<file path="config.mk">
export PLATFORM = sky130hd
export DESIGN_NAME = multilevel_queue_slot_scheduler
export DESIGN_NICKNAME = d
export VERILOG_FILES = /design/src/rtl/mlqs_pkg.sv /design/src/rtl/multilevel_queue_slot_scheduler.sv
export SDC_FILE = /design/constraint.sdc
export NUM_CORES = 1
export LEC_CHECK = 0
export BUFFER_PORTS_ARGS = -buffer_cell sky130_fd_sc_hd__buf_2
export CORE_MARGIN = 4
export CORE_UTILIZATION = 40
export CTS_BUF_LIST = sky130_fd_sc_hd__clkbuf_4 sky130_fd_sc_hd__clkbuf_8
export CTS_CLUSTER_SIZE = 16
export DETAILED_ROUTE_END_ITERATION = 10
export PLACE_DENSITY_LB_ADDON = 0.08
export SLEW_MARGIN = 0
export SYNTH_ARGS = -nofsm -noshare
export SYNTH_HDL_FRONTEND = slang
export SYNTH_SLANG_ARGS = --single-unit
</file>
<file path="constraint.sdc">
create_clock -name aclk -period 6.8 [get_ports aclk]
set_input_delay 0.68 -clock aclk [delete_from_list [all_inputs] [get_ports aclk]]
set_output_delay 0.68 -clock aclk [all_outputs]
set_load 0.02 [all_outputs]
</file>
<file path="src/rtl/mlqs_pkg.sv">
// Package for the multilevel queue slot scheduler: widths, codes, state type.
package mlqs_pkg;

    localparam int PID_W      = 8;
    localparam int PRIO_W     = 3;
    localparam int STATUS_W   = 2;
    localparam int MAX_LEVELS = 2 ** PRIO_W;
    localparam int DATA_W     = 16;

    localparam int NUM_PRIO_DEF    = 8;
    localparam int QUEUE_DEPTH_DEF = 16;

    typedef enum logic {
        FUNC_ENQUEUE  = 1'b0,
        FUNC_DISPATCH = 1'b1
    } mlqs_func_t;

    typedef enum logic [STATUS_W-1:0] {
        STAT_DISPATCHED = 2'd0,
        STAT_NOTHING    = 2'd1,
        STAT_ENQUEUED   = 2'd2,
        STAT_DROPPED    = 2'd3
    } mlqs_status_t;

    typedef enum logic [2:0] {
        S_IDLE,
        S_ENQ,
        S_CHECK,
        S_SCAN,
        S_POP,
        S_READ,
        S_OUT
    } mlqs_state_t;

endpackage

</file>
<file path="src/rtl/multilevel_queue_slot_scheduler.sv">
// Multilevel queue scheduler with per-level FIFOs and priority time slots.
// Enqueue: the item passes through S_ENQ to S_OUT; an out-of-range level goes straight to S_OUT.
// Dispatch: S_CHECK, S_POP, S_READ, S_OUT when the current level still has slots and entries; otherwise
// S_SCAN steps through the levels by the shared count compare, at most min(NUM_PRIO, 8) of them.
// One item at a time: s_tready is high only while no item is in work or waiting on m_.
// aresetn (sync) clears counts, pointers and current level and sets the slot budget to NUM_PRIO; FIFO storage is not.
module multilevel_queue_slot_scheduler #(
    parameter int NUM_PRIO    = mlqs_pkg::NUM_PRIO_DEF,
    parameter int QUEUE_DEPTH = mlqs_pkg::QUEUE_DEPTH_DEF
) (
    input  logic                          aclk,
    input  logic                          aresetn,
    input  logic                          s_tvalid,
    output logic                          s_tready,
    input  logic [mlqs_pkg::DATA_W-1:0]   s_tdata,   // [7:0] process_id, [10:8] priority_req
    input  logic                          s_tuser,   // [0] func
    output logic                          m_tvalid,
    input  logic                          m_tready,
    output logic [mlqs_pkg::DATA_W-1:0]   m_tdata,   // [7:0] served_id, [10:8] served_level
    output logic [mlqs_pkg::STATUS_W-1:0] m_tuser    // [1:0] status
);
    import mlqs_pkg::*;

    // only levels reachable through a 3-bit priority can ever hold entries
    localparam int NLEV  = (NUM_PRIO < MAX_LEVELS) ? NUM_PRIO : MAX_LEVELS;
    localparam int LW    = $clog2(NLEV);
    localparam int IW    = $clog2(QUEUE_DEPTH);
    localparam int CW    = $clog2(QUEUE_DEPTH + 1);
    localparam int SW    = $clog2(NUM_PRIO + 1);
    localparam int DEPTH = NLEV * QUEUE_DEPTH;
    localparam int AW    = $clog2(DEPTH);

    mlqs_state_t  state_reg, state_next;
    logic [LW-1:0] lv_reg, lv_next;
    logic [LW-1:0] cur_lvl_reg, cur_lvl_next;
    logic [SW-1:0] slots_reg, slots_next;
    logic [IW-1:0] head_reg [NLEV];
    logic [IW-1:0] head_next [NLEV];
    logic [IW-1:0] tail_reg [NLEV];
    logic [IW-1:0] tail_next [NLEV];
    logic [CW-1:0] count_reg [NLEV];
    logic [CW-1:0] count_next [NLEV];
    logic [PID_W-1:0] pid_reg, pid_next;
    mlqs_status_t  status_reg, status_next;
    logic [PID_W-1:0] out_id_reg, out_id_next;
    logic [PRIO_W-1:0] out_lvl_reg, out_lvl_next;

    logic [PID_W-1:0] mem [DEPTH];
    logic [PID_W-1:0] rd_data_reg;
    logic             mem_we;
    logic             mem_re;
    logic [IW-1:0]    mem_idx;
    logic [AW-1:0]    mem_addr;

    logic [CW-1:0]     cnt_sel;
    logic [IW-1:0]     head_sel;
    logic [IW-1:0]     tail_sel;
    logic [PRIO_W-1:0] prio_in;
    logic              prio_bad;
    logic              accept;

    assign cnt_sel  = count_reg[lv_reg];
    assign head_sel = head_reg[lv_reg];
    assign tail_sel = tail_reg[lv_reg];
    assign prio_in  = s_tdata[PID_W +: PRIO_W];
    assign prio_bad = ({1'b0, prio_in} >= (PRIO_W + 1)'(NLEV));
    assign accept   = s_tvalid && s_tready;

    assign mem_idx  = (state_reg == S_ENQ) ? tail_sel : head_sel;
    assign mem_addr = AW'(lv_reg) * AW'(QUEUE_DEPTH) + AW'(mem_idx);

    // next state
    always_comb begin
        state_next = state_reg;
        unique case (state_reg)
            S_IDLE: begin
                if (s_tvalid) begin
                    if (s_tuser == FUNC_DISPATCH) state_next = S_CHECK;
                    else if (prio_bad)            state_next = S_OUT;
                    else                          state_next = S_ENQ;
                end
            end
            S_ENQ:   state_next = S_OUT;
            S_CHECK: begin
                if (slots_reg != '0 && cnt_sel != '0) state_next = S_POP;
                else                                  state_next = S_SCAN;
            end
            S_SCAN: begin
                if (cnt_sel != '0)                 state_next = S_POP;
                else if (lv_reg == LW'(NLEV - 1))  state_next = S_OUT;
            end
            S_POP:  state_next = S_READ;
            S_READ: state_next = S_OUT;
            S_OUT: begin
                if (m_tready) state_next = S_IDLE;
            end
            default: state_next = S_IDLE;
        endcase
    end

    // handshake outputs
    always_comb begin
        s_tready = (state_reg == S_IDLE);
        m_tvalid = (state_reg == S_OUT);
        m_tuser  = status_reg;
        m_tdata  = {(DATA_W - PID_W - PRIO_W)'(0), out_lvl_reg, out_id_reg};
    end

    // datapath: one level looked up per cycle through lv_reg
    always_comb begin
        lv_next      = lv_reg;
        cur_lvl_next = cur_lvl_reg;
        slots_next   = slots_reg;
        head_next    = head_reg;
        tail_next    = tail_reg;
        count_next   = count_reg;
        pid_next     = pid_reg;
        status_next  = status_reg;
        out_id_next  = out_id_reg;
        out_lvl_next = out_lvl_reg;
        mem_we       = 1'b0;
        mem_re       = 1'b0;
        case (state_reg)
            S_IDLE: begin
                if (accept) begin
                    pid_next     = s_tdata[PID_W-1:0];
                    out_id_next  = '0;
                    out_lvl_next = '0;
                    if (s_tuser == FUNC_DISPATCH) begin
                        lv_next = cur_lvl_reg;
                    end else if (prio_bad) begin
                        status_next = STAT_DROPPED;
                    end else begin
                        lv_next = prio_in[LW-1:0];
                    end
                end
            end
            S_ENQ: begin
                if (cnt_sel >= CW'(QUEUE_DEPTH)) begin
                    status_next = STAT_DROPPED;
                end else begin
                    mem_we             = 1'b1;
                    tail_next[lv_reg]  = (tail_sel == IW'(QUEUE_DEPTH - 1)) ? '0
                                         : tail_sel + IW'(1);
                    count_next[lv_reg] = cnt_sel + CW'(1);
                    status_next        = STAT_ENQUEUED;
                end
            end
            S_CHECK: begin
                if (!(slots_reg != '0 && cnt_sel != '0)) lv_next = '0;
            end
            S_SCAN: begin
                if (cnt_sel != '0) begin
                    slots_next = SW'(NUM_PRIO) - SW'(lv_reg);
                end else if (lv_reg == LW'(NLEV - 1)) begin
                    status_next  = STAT_NOTHING;
                    cur_lvl_next = '0;
                    slots_next   = SW'(NUM_PRIO);
                end else begin
                    lv_next = lv_reg + LW'(1);
                end
            end
            S_POP: begin
                mem_re             = 1'b1;
                head_next[lv_reg]  = (head_sel == IW'(QUEUE_DEPTH - 1)) ? '0
                                     : head_sel + IW'(1);
                count_next[lv_reg] = cnt_sel - CW'(1);
                slots_next         = slots_reg - SW'(1);
                cur_lvl_next       = lv_reg;
            end
            S_READ: begin
                status_next  = STAT_DISPATCHED;
                out_id_next  = rd_data_reg;
                out_lvl_next = PRIO_W'(lv_reg);
            end
            default: ;
        endcase
    end

    always_ff @(posedge aclk) begin
        if (mem_we) mem[mem_addr] <= pid_reg;
        if (mem_re) rd_data_reg <= mem[mem_addr];
    end

    always_ff @(posedge aclk) begin
        if (!aresetn) begin
            state_reg   <= S_IDLE;
            lv_reg      <= '0;
            cur_lvl_reg <= '0;
            slots_reg   <= SW'(NUM_PRIO);
            for (int i = 0; i < NLEV; i++) begin
                head_reg[i]  <= '0;
                tail_reg[i]  <= '0;
                count_reg[i] <= '0;
            end
        end else begin
            state_reg   <= state_next;
            lv_reg      <= lv_next;
            cur_lvl_reg <= cur_lvl_next;
            slots_reg   <= slots_next;
            head_reg    <= head_next;
            tail_reg    <= tail_next;
            count_reg   <= count_next;
        end
    end

    always_ff @(posedge aclk) begin
        pid_reg     <= pid_next;
        status_reg  <= status_next;
        out_id_reg  <= out_id_next;
        out_lvl_reg <= out_lvl_next;
    end

    a_one_item: assert property (@(posedge aclk) disable iff (!aresetn)
        m_tvalid |-> !s_tready)
        else $error("input ready while a result is pending");

    a_slots_range: assert property (@(posedge aclk) disable iff (!aresetn)
        slots_reg <= SW'(NUM_PRIO))
        else $error("slot budget above NUM_PRIO");

    a_count_range: assert property (@(posedge aclk) disable iff (!aresetn)
        cnt_sel <= CW'(QUEUE_DEPTH))
        else $error("level count above queue depth");

    a_zero_payload: assert property (@(posedge aclk) disable iff (!aresetn)
        (m_tvalid && m_tuser != STAT_DISPATCHED) |-> (m_tdata == '0))
        else $error("nonzero payload on a result that is not a dispatch");

    a_pop_nonempty: assert property (@(posedge aclk) disable iff (!aresetn)
        (state_reg == S_POP) |-> (cnt_sel != '0 && slots_reg != '0))
        else $error("pop from an empty level or with no slots");

endmodule

</file>
Yosys cells after proc, flatten, opt, wreduce, memory -nomap -nowiden
Memories as Yosys holds them, arrays and structs flattened. A register that Yosys moved wholly into a read port is not among the register bits.
Index checks and enable logic that the tools add are counted.
Widths: inputs -> output; s select.
{"block": "totals", "reg_bits": 138, "latchBits": 0, "ram_bits": 1024, "mem_bits_ro": 0, "out_inout_bits": 20, "word_cells": 139, "memories": 1}
{"block": "classes", "n_addsub": 8, "multipliers": 0, "div": 0, "order_cmp": 3, "n_eq_ne": 18, "shifts": 0, "muxes": 54, "n_bitwise": 2, "reduce_logical": 21}
{"name": "mem", "depth": 128, "word_bits": 8, "rd": 1, "rd_clocked_by_memory_dff": 1, "write_ports": 1, "line": "multilevel_queue_slot_scheduler.sv:48", "rtl": "logic [PID_W-1:0] mem [DEPTH];"}
{"cell": "$bwmux 40", "n": 2}
{"cell": "$pmux 40 s2", "n": 1}
{"cell": "$bwmux 32", "n": 2}
{"cell": "$mux 4", "n": 10}
{"cell": "$mux 40", "n": 1}
{"cell": "$mux 3", "n": 13}
{"cell": "$bmux 4 s3", "n": 2}
{"cell": "$pmux 3 s6", "n": 1}
{"cell": "$pmux 8 s2", "n": 1}
{"cell": "$bmux 5 s3", "n": 1}
{"cell": "$demux 5 s3", "n": 1}
{"cell": "$mux 5", "n": 3}
{"cell": "$demux 4 s3", "n": 1}
{"cell": "$eq 3x3->1 const B", "n": 4}
{"cell": "$ne 2x2->1 const B", "n": 6}
{"cell": "$pmux 3 s2", "n": 2}
{"cell": "$reduce_and 2->1", "n": 5}
{"cell": "$pmux 3 s3", "n": 1}
{"cell": "$reduce_and 3->1", "n": 3}
{"cell": "$add 4x1->4 const B", "n": 2}
{"cell": "$eq 4x4->1 const B", "n": 2}
{"cell": "$mux 8", "n": 1}
{"cell": "$pmux 4 s2", "n": 1}
{"cell": "$add 7x4->7", "n": 1}
{"cell": "25 further kinds", "n": 39}

Logic depth before layout (Yosys ltp)
Gate-level depths: netlist of run 1.
{"block": "depth", "word_depth": 9, "ltp_mapped": 16}

Worst setup path after synthesis of run 1
No wires, ideal clock.
{"block": "synth_timing", "path_type": "register to register", "startpoint": "reg lv_reg[0]", "endpoint": "mem mem[80][0] (enable)", "setup_time_ps": 395, "arrival_ps": 3002, "setup_slack_ps": 3403, "stages_incl_launch_ff": 11, "path_buffers": 4, "period_less_slack_ps": 3397, "cell_sequence": "dfxtp_1 buf_6 mux4_2 o22ai_1 o21ai_1 nand2_1 buf_2 clkbuf_1 buf_2 nand2_1 nor4_1"}
{"block": "synth_via", "elab_chain_cells": 9}
{"item": "start: declaration", "line": "multilevel_queue_slot_scheduler.sv:34", "rtl": "logic [LW-1:0] lv_reg, lv_next;"}
{"item": "start signal: assignment", "line": "multilevel_queue_slot_scheduler.sv:198", "rtl": "lv_reg <= lv_next;"}
{"item": "$not 3->4 (implied by the code)", "line": "multilevel_queue_slot_scheduler.sv:62, multilevel_queue_slot_scheduler.sv:63, multilevel_queue_slot_scheduler.sv:64"}
{"item": "$bmux 5 s3", "line": "multilevel_queue_slot_scheduler.sv:62", "rtl": "assign cnt_sel = count_reg[lv_reg];"}
{"item": "$mux 5 (implied by the code) (2 in series)", "line": "multilevel_queue_slot_scheduler.sv:62"}
{"item": "$ge 5x5->1", "line": "multilevel_queue_slot_scheduler.sv:139", "rtl": "if (cnt_sel >= CW'(QUEUE_DEPTH)) begin"}
{"item": "$mux 1", "line": "multilevel_queue_slot_scheduler.sv:139"}
{"item": "$mux 1", "line": "multilevel_queue_slot_scheduler.sv:123", "rtl": "case (state_reg)"}
{"item": "$mux 1", "line": "multilevel_queue_slot_scheduler.sv:181", "rtl": "if (mem_we) mem[mem_addr] <= pid_reg;"}
{"item": "$mux 1 (implied by the code)", "line": "multilevel_queue_slot_scheduler.sv:181"}
{"item": "end: declaration", "line": "multilevel_queue_slot_scheduler.sv:48"}
Several ways; a longest one is shown, not always the timed one. The select of a mux whose other input is x is not followed.

Worst setup path in the final report of run 1
{"block": "layout_timing", "startpoint": "reg lv_reg[0]", "endpoint": "mem mem[12][7] (enable)"}
Same word-level chain as after synthesis.

==> flow_summary.ini, run 1 <==
[sta]
fin_crit_ns = 5.312
fmax_mhz = 188.3
hold_slack_ns = 0.1598
fin_worst_skew_ns = 0.03688
slew_headroom = 0.1747
hold_viol_final = 0
fin_ws_ns = 1.488
maxSlewViolCount = 0
rsz0062_at_grt = no
finalSetupViolCount = 0
worst_pin_slew_ns = 1.228
min_period_over_period = 0.7811
setup-tns-final_ns = 0

[finish]
area_delta_synth_final_pct = 12.38
post-route-util = 0.4523
final_cell_mix = edfxtp_1, nand2_1, clkbuf_8, and3_1, nor2_1
nets = 3810
layout_commonest_cell = edfxtp_1
fin_area_um2 = 54110
largest_reg_flops = 1024
drive_above_1_share = 0.1391
finalNonFillerCells = 5541
top_register = mem

[run_status]
status = complete, no violations

[logic_synthesis]
synth-seq-cells = 1170
yosysWarnings = 0
synth-main-ff-cell = edfxtp_1
synth_area_leaders = edfxtp_1, nand2_1, dfxtp_1
syn_area_um2 = 48150
synth_cells = 3665
async_flop_share = 0
yosysTopAreaCell = edfxtp_1
synth-seq-area-share = 0.7053
synth.distinct_cells = 73
netlist.area_leader.share = 0.6566
synth_enable_flop_cells = 1053
avgSynthCellArea_um2 = 13.14

[drt]
vias_per_cell = 5.697
dr.pass1.iters = 6
wl_per_cell_um = 26.22
ant_nets = 0
route.detailed.drc = 0
drtIter0Drc = 3056
wl_um = 145300
vias = 31568

[clock_tree]
cts_setup_buffers = 0
cts_sinks = 1170
cts_made_buffers = 196
clk_pin_slew_ns = 0.06
worst_skew_pair.late_latency_ns = 0.89
cts_tree = yes
htreeDepth = 4
cts-root-buf = clkbuf_8
cts_resized = 0
clk_path_buf_depth = 3

[min_path]
hold_path.class = in -> reg
hold_depth = 3

[placement]
dp_hpwl_um = 88060
dp_slack_ns = 1.524
dp_cells = 5186
io_buffers = 30
placed_area_um2 = 50410
routabilityCongestion = 0.8398

[floorplan]
chipHeight_um = 355.0
core_area_um2 = 119700
dieArea_um2 = 126000
io_pins = 41
rows = 127
start_util = 0.4025
fp.dieW_um = 355.0

[global_route]
grt_pass1_vias = 30957
grt_use_total = 0.2278
grt_max_degree = 156
grt_overflow = 0
antenna_found_initial = 7
grt_pass1_wl_um = 212400

[worst_setup_path]
crit_arrival_ns = 5.80
critPathMaxFanout = 42
cp-end-kind = flip-flop
rr_worst_depth = 8
required_ns = 7.28
crit_path_start_kind = flip-flop
crit_type = reg -> reg

[pwr]
leakage_nw = 18.36
vdd_ir_drop_max_mv = 0.5079
power_mw = 23.96
p_per_area_nw_per_um2 = 442.9

[run]
drv_cap = 0
## Yosys cell counts, types with 16 or more instances
library cell  count
mux4_2           16
nor4_1           41
dfxtp_1         117
nand4_1          31
nand2_1         802
and3_1          193
nor2b_1          27
clkbuf_1        126
o211a_1          26
buf_2           102
a311o_1          24
a31oi_1          30
a211oi_1        155
mux2i_1          52
nand3_1         144
nor2_1          186
o21ai_0          56
a21boi_0         40
buf_1            17
a22oi_1          18
a21oi_1          26
and2_1           18
nor3_1           19
edfxtp_1       1053
a311oi_1        157
a222oi_1         16
## worst max-delay path, stage by stage, from the launching register on
cell and delay, ns:
dfxtp_4 0.73, mux4_2 0.59, o22ai_1 0.28, o21ai_4 0.26, and2_4 0.47, buf_12 0.30
nor2_1 0.30, nand3_2 0.87, nor2_1 1.03
## logic make-up (layout without fill, tap and decap cells)
group                      count (synthesis)  in the layout  synth area share
AOI/OAI and AO/OA                        609            609           0.09933
xor gates and xnor gates                  10             10          0.002287
adders and majority gates                  9              9          0.002338
buffers and inverters                    284            540           0.02775
DFF                                     1170           1170            0.7053
muxes                                     80             80           0.02151
other                                      1              9        0.00007787
and+or+nand+nor                         1502           1502            0.1414
## metal layers
metal	track usage	wire length, µm	vias to the layer above
li1	-	-	14205
met1	0.3189	63580	15980
met2	0.3649	68300	1159
met3	0.04044	9708	224
met4	0.06859	3706	0
met5	0	0	-
## where the power goes
part / internal, mW / total, mW / switching (mW)
clock network: 3.08 / 5.86 / 2.78
registers: 8.53 / 8.71 / 0.176
logic: 2.54 / 9.39 / 6.85
## area by class of cell
cell class / instances / area (µm²)
sequential: 1170 / 33970
tap: 1612 / 2017
fill: 10821 / 65540
antenna: 4 / 10.01
timing repair buffer: 184 / 1489
clock inverter: 75 / 340.3
multi-input combinational: 2215 / 12970
inverter: 13 / 48.80
clock buffer: 268 / 3269
## final timing paths
path | from | to | slack [ns]
min | m_tready | state_reg[1] | 0.16
min reg2reg | flip-flop | flip-flop | 0.45
max reg2reg | lv_reg[0] | mem[12][7] | 1.49
max | lv_reg[0] | mem[12][7] | 1.49
## what timing repair did
action | CTS | global route
hold buffers | 8 | 0
endpoints found under the setup margin | 0 | 0
endpoints found under the hold margin | 8 | 0
No activity file was read; power rests on OpenSTA's default activity.
==> run 2, diff against run 1 <==
==> constraint.sdc (replaced) <==
create_clock -name aclk -period 4.6 [get_ports aclk]
set_input_delay 0.46 -clock aclk [delete_from_list [all_inputs] [get_ports aclk]]
set_output_delay 0.46 -clock aclk [all_outputs]
set_load 0.02 [all_outputs]
==> run 2 against run 1 <==
Clock skew down 0.00057 ns. Combinational power up 57%. Wire length up 0.61%. First-iteration DRC count up 5.7%. Power up 53%. Critical endpoint is now rd_data_reg[5]. Largest cell class unchanged.
==> flow_summary.ini, run 2 (same netlist as run 1, synthesis figures left out) <==
[pwr]
vdd_ir_drop_max_mv = 0.7804
leakage_nw = 19.42
p_per_area_nw_per_um2 = 656.9

[sta]
worst_pin_slew_ns = 1.303
fmax_mhz = 231.4
hold_slack_ns = 0.1527
hold_viol_final = 0
min_period_over_period = 0.9395
fin_crit_ns = 4.322
slew_headroom = 0.1316
fin_worst_skew_ns = 0.03631
finalSetupViolCount = 0
rsz0062_at_grt = no
setup-tns-final_ns = 0
maxSlewViolCount = 0

[drt]
ant_nets = 0
wl_per_cell_um = 25.58
vias_per_cell = 5.632
drtIter0Drc = 3231
dr.pass1.iters = 7
vias = 32177
wl_um = 146200
route.detailed.drc = 0

[finish]
layout_commonest_cell = edfxtp_1
seqCellArea_um2 = 33970
drive_above_1_share = 0.1760
final_cell_mix = edfxtp_1, nand2_1, buf_4, clkbuf_8, and3_1
largest_reg_flops = 1024
top_register = mem
n_fill_cell = 10649
post-route-util = 0.4663
finalNonFillerCells = 5713
nets = 3971
multi_input_comb_area_um2 = 12960
area_delta_synth_final_pct = 15.87

[clock_tree]
htreeDepth = 4
worst_skew_pair.late_latency_ns = 0.90
cts_sinks = 1170
cts_tree = yes
clk_path_buf_depth = 3
cts_resized = 0
cts_hold_buf = 12
cts_setup_buffers = 0
cts_made_buffers = 197
clk_pin_slew_ns = 0.06
cts-root-buf = clkbuf_8

[worst_setup_path]
crit_slowest_cell = dfxtp_2
path_delay_family = simple AND/OR/NAND/NOR gates
crit_arrival_ns = 4.97
path_cells = buf_4 > mux4_2 > mux2_4 > nor2_4 > nor2_4 > buf_12 > buf_4 > a211oi_1 > a311oi_1 > nor4_1 > nand4_1 > and4_1
cp_num_buf_inv = 3
crit_type = reg -> reg
crit_path_start_kind = flip-flop
cp-end-kind = flip-flop
critPathMaxFanout = 48
required_ns = 5.24
slowest_delay_ns = 0.68

[floorplan]
fp.dieW_um = 355.0
start_util = 0.4025
core_area_um2 = 119700
chipHeight_um = 355.0
io_pins = 41
rows = 127
dieArea_um2 = 126000

[placement]
io_buffers = 30
dp_cells = 5342
routabilityCongestion = 0.8328
dp_hpwl_um = 90550

[global_route]
grt_overflow = 0
antenna_found_initial = 7
grt_use_total = 0.2294
grt_pass1_vias = 31748
grt_max_degree = 129
grt_pass1_wl_um = 214900

[min_path]
hold_path.class = in -> reg

[run]
drv_cap = 0

[run_status]
status = complete, no violations
run 2: cell types whose count changed in the layout (fill, tap and decap cells not counted), sizes merged:
cell,before,now
inv,17,24
bufinv,0,4
clkbuf,268,279
dlygate4sd3,8,12
buf,176,332
clkinv,65,59
clkinvlp,6,2
run 2: where the power goes:
group          internal (mW)  total (mW)  leakage (nW)  switching [mW]
Combinational           4.53        14.7          6.95            10.2
Sequential              12.6        12.9          10.4           0.250
Clock                   4.93        9.09          2.05            4.17
run 2: final timing paths:
| kind | to | start | depth (start not counted) | slack (ns) |
|---|---|---|---|---|
| worst max-delay path | rd_data_reg[5] | lv_reg[1] | 12 | 0.28 |
| worst min-delay path | lv_reg[1] | s_tdata[9] | 5 | 0.15 |
| worst max register to register | rd_data_reg[5] | lv_reg[1] | 12 | 0.28 |
| worst min register to register | flip-flop | flip-flop | 2 | 0.46 |
run 2: final cells by class:
cell class | instances | area share
Clock inverter | 76 | 0.008678
Timing Repair Buffer | 344 | 0.05288
Multi-Input combinational cell | 2215 | 0.2323
Clock buffer | 279 | 0.06019
Inverter | 13 | 0.0008746
Sequential cell | 1170 | 0.6088
Tap cell | 1612 | 0.03615
Antenna cell | 4 | 0.0001794
run 2: worst register-to-register path, stage by stage (launching register included):
cell      delay [ns]
dfxtp_2         0.68
buf_4           0.38
mux4_2          0.37
mux2_4          0.34
nor2_4          0.15
nor2_4          0.08
buf_12          0.20
buf_4           0.29
a211oi_1        0.18
a311oi_1        0.11
nor4_1          0.62
nand4_1         0.37
and4_1          0.31
run 2: stage by stage:
stage	area (µm²)	power [mW]	setup slack, ns
global placement	51820	27.64	0.2956
detailed placement	51820	27.82	0.3205
global route	55790	38.56	0.1358
CTS	55790	37.03	0.2961
floorplan	48170	21.37	1.204
finish	55800	36.65	0.2783
run 2: routing by layer:
| layer | vias up | part of all wire | GRT usage |
|---|---|---|---|
| li1 | 14533 | - | - |
| met1 | 16214 | 0.44 | 0.3201 |
| met2 | 1199 | 0.47 | 0.3697 |
| met3 | 231 | 0.064 | 0.03921 |
| met4 | 0 | 0.026 | 0.06932 |
| met5 | - | 0 | 0 |
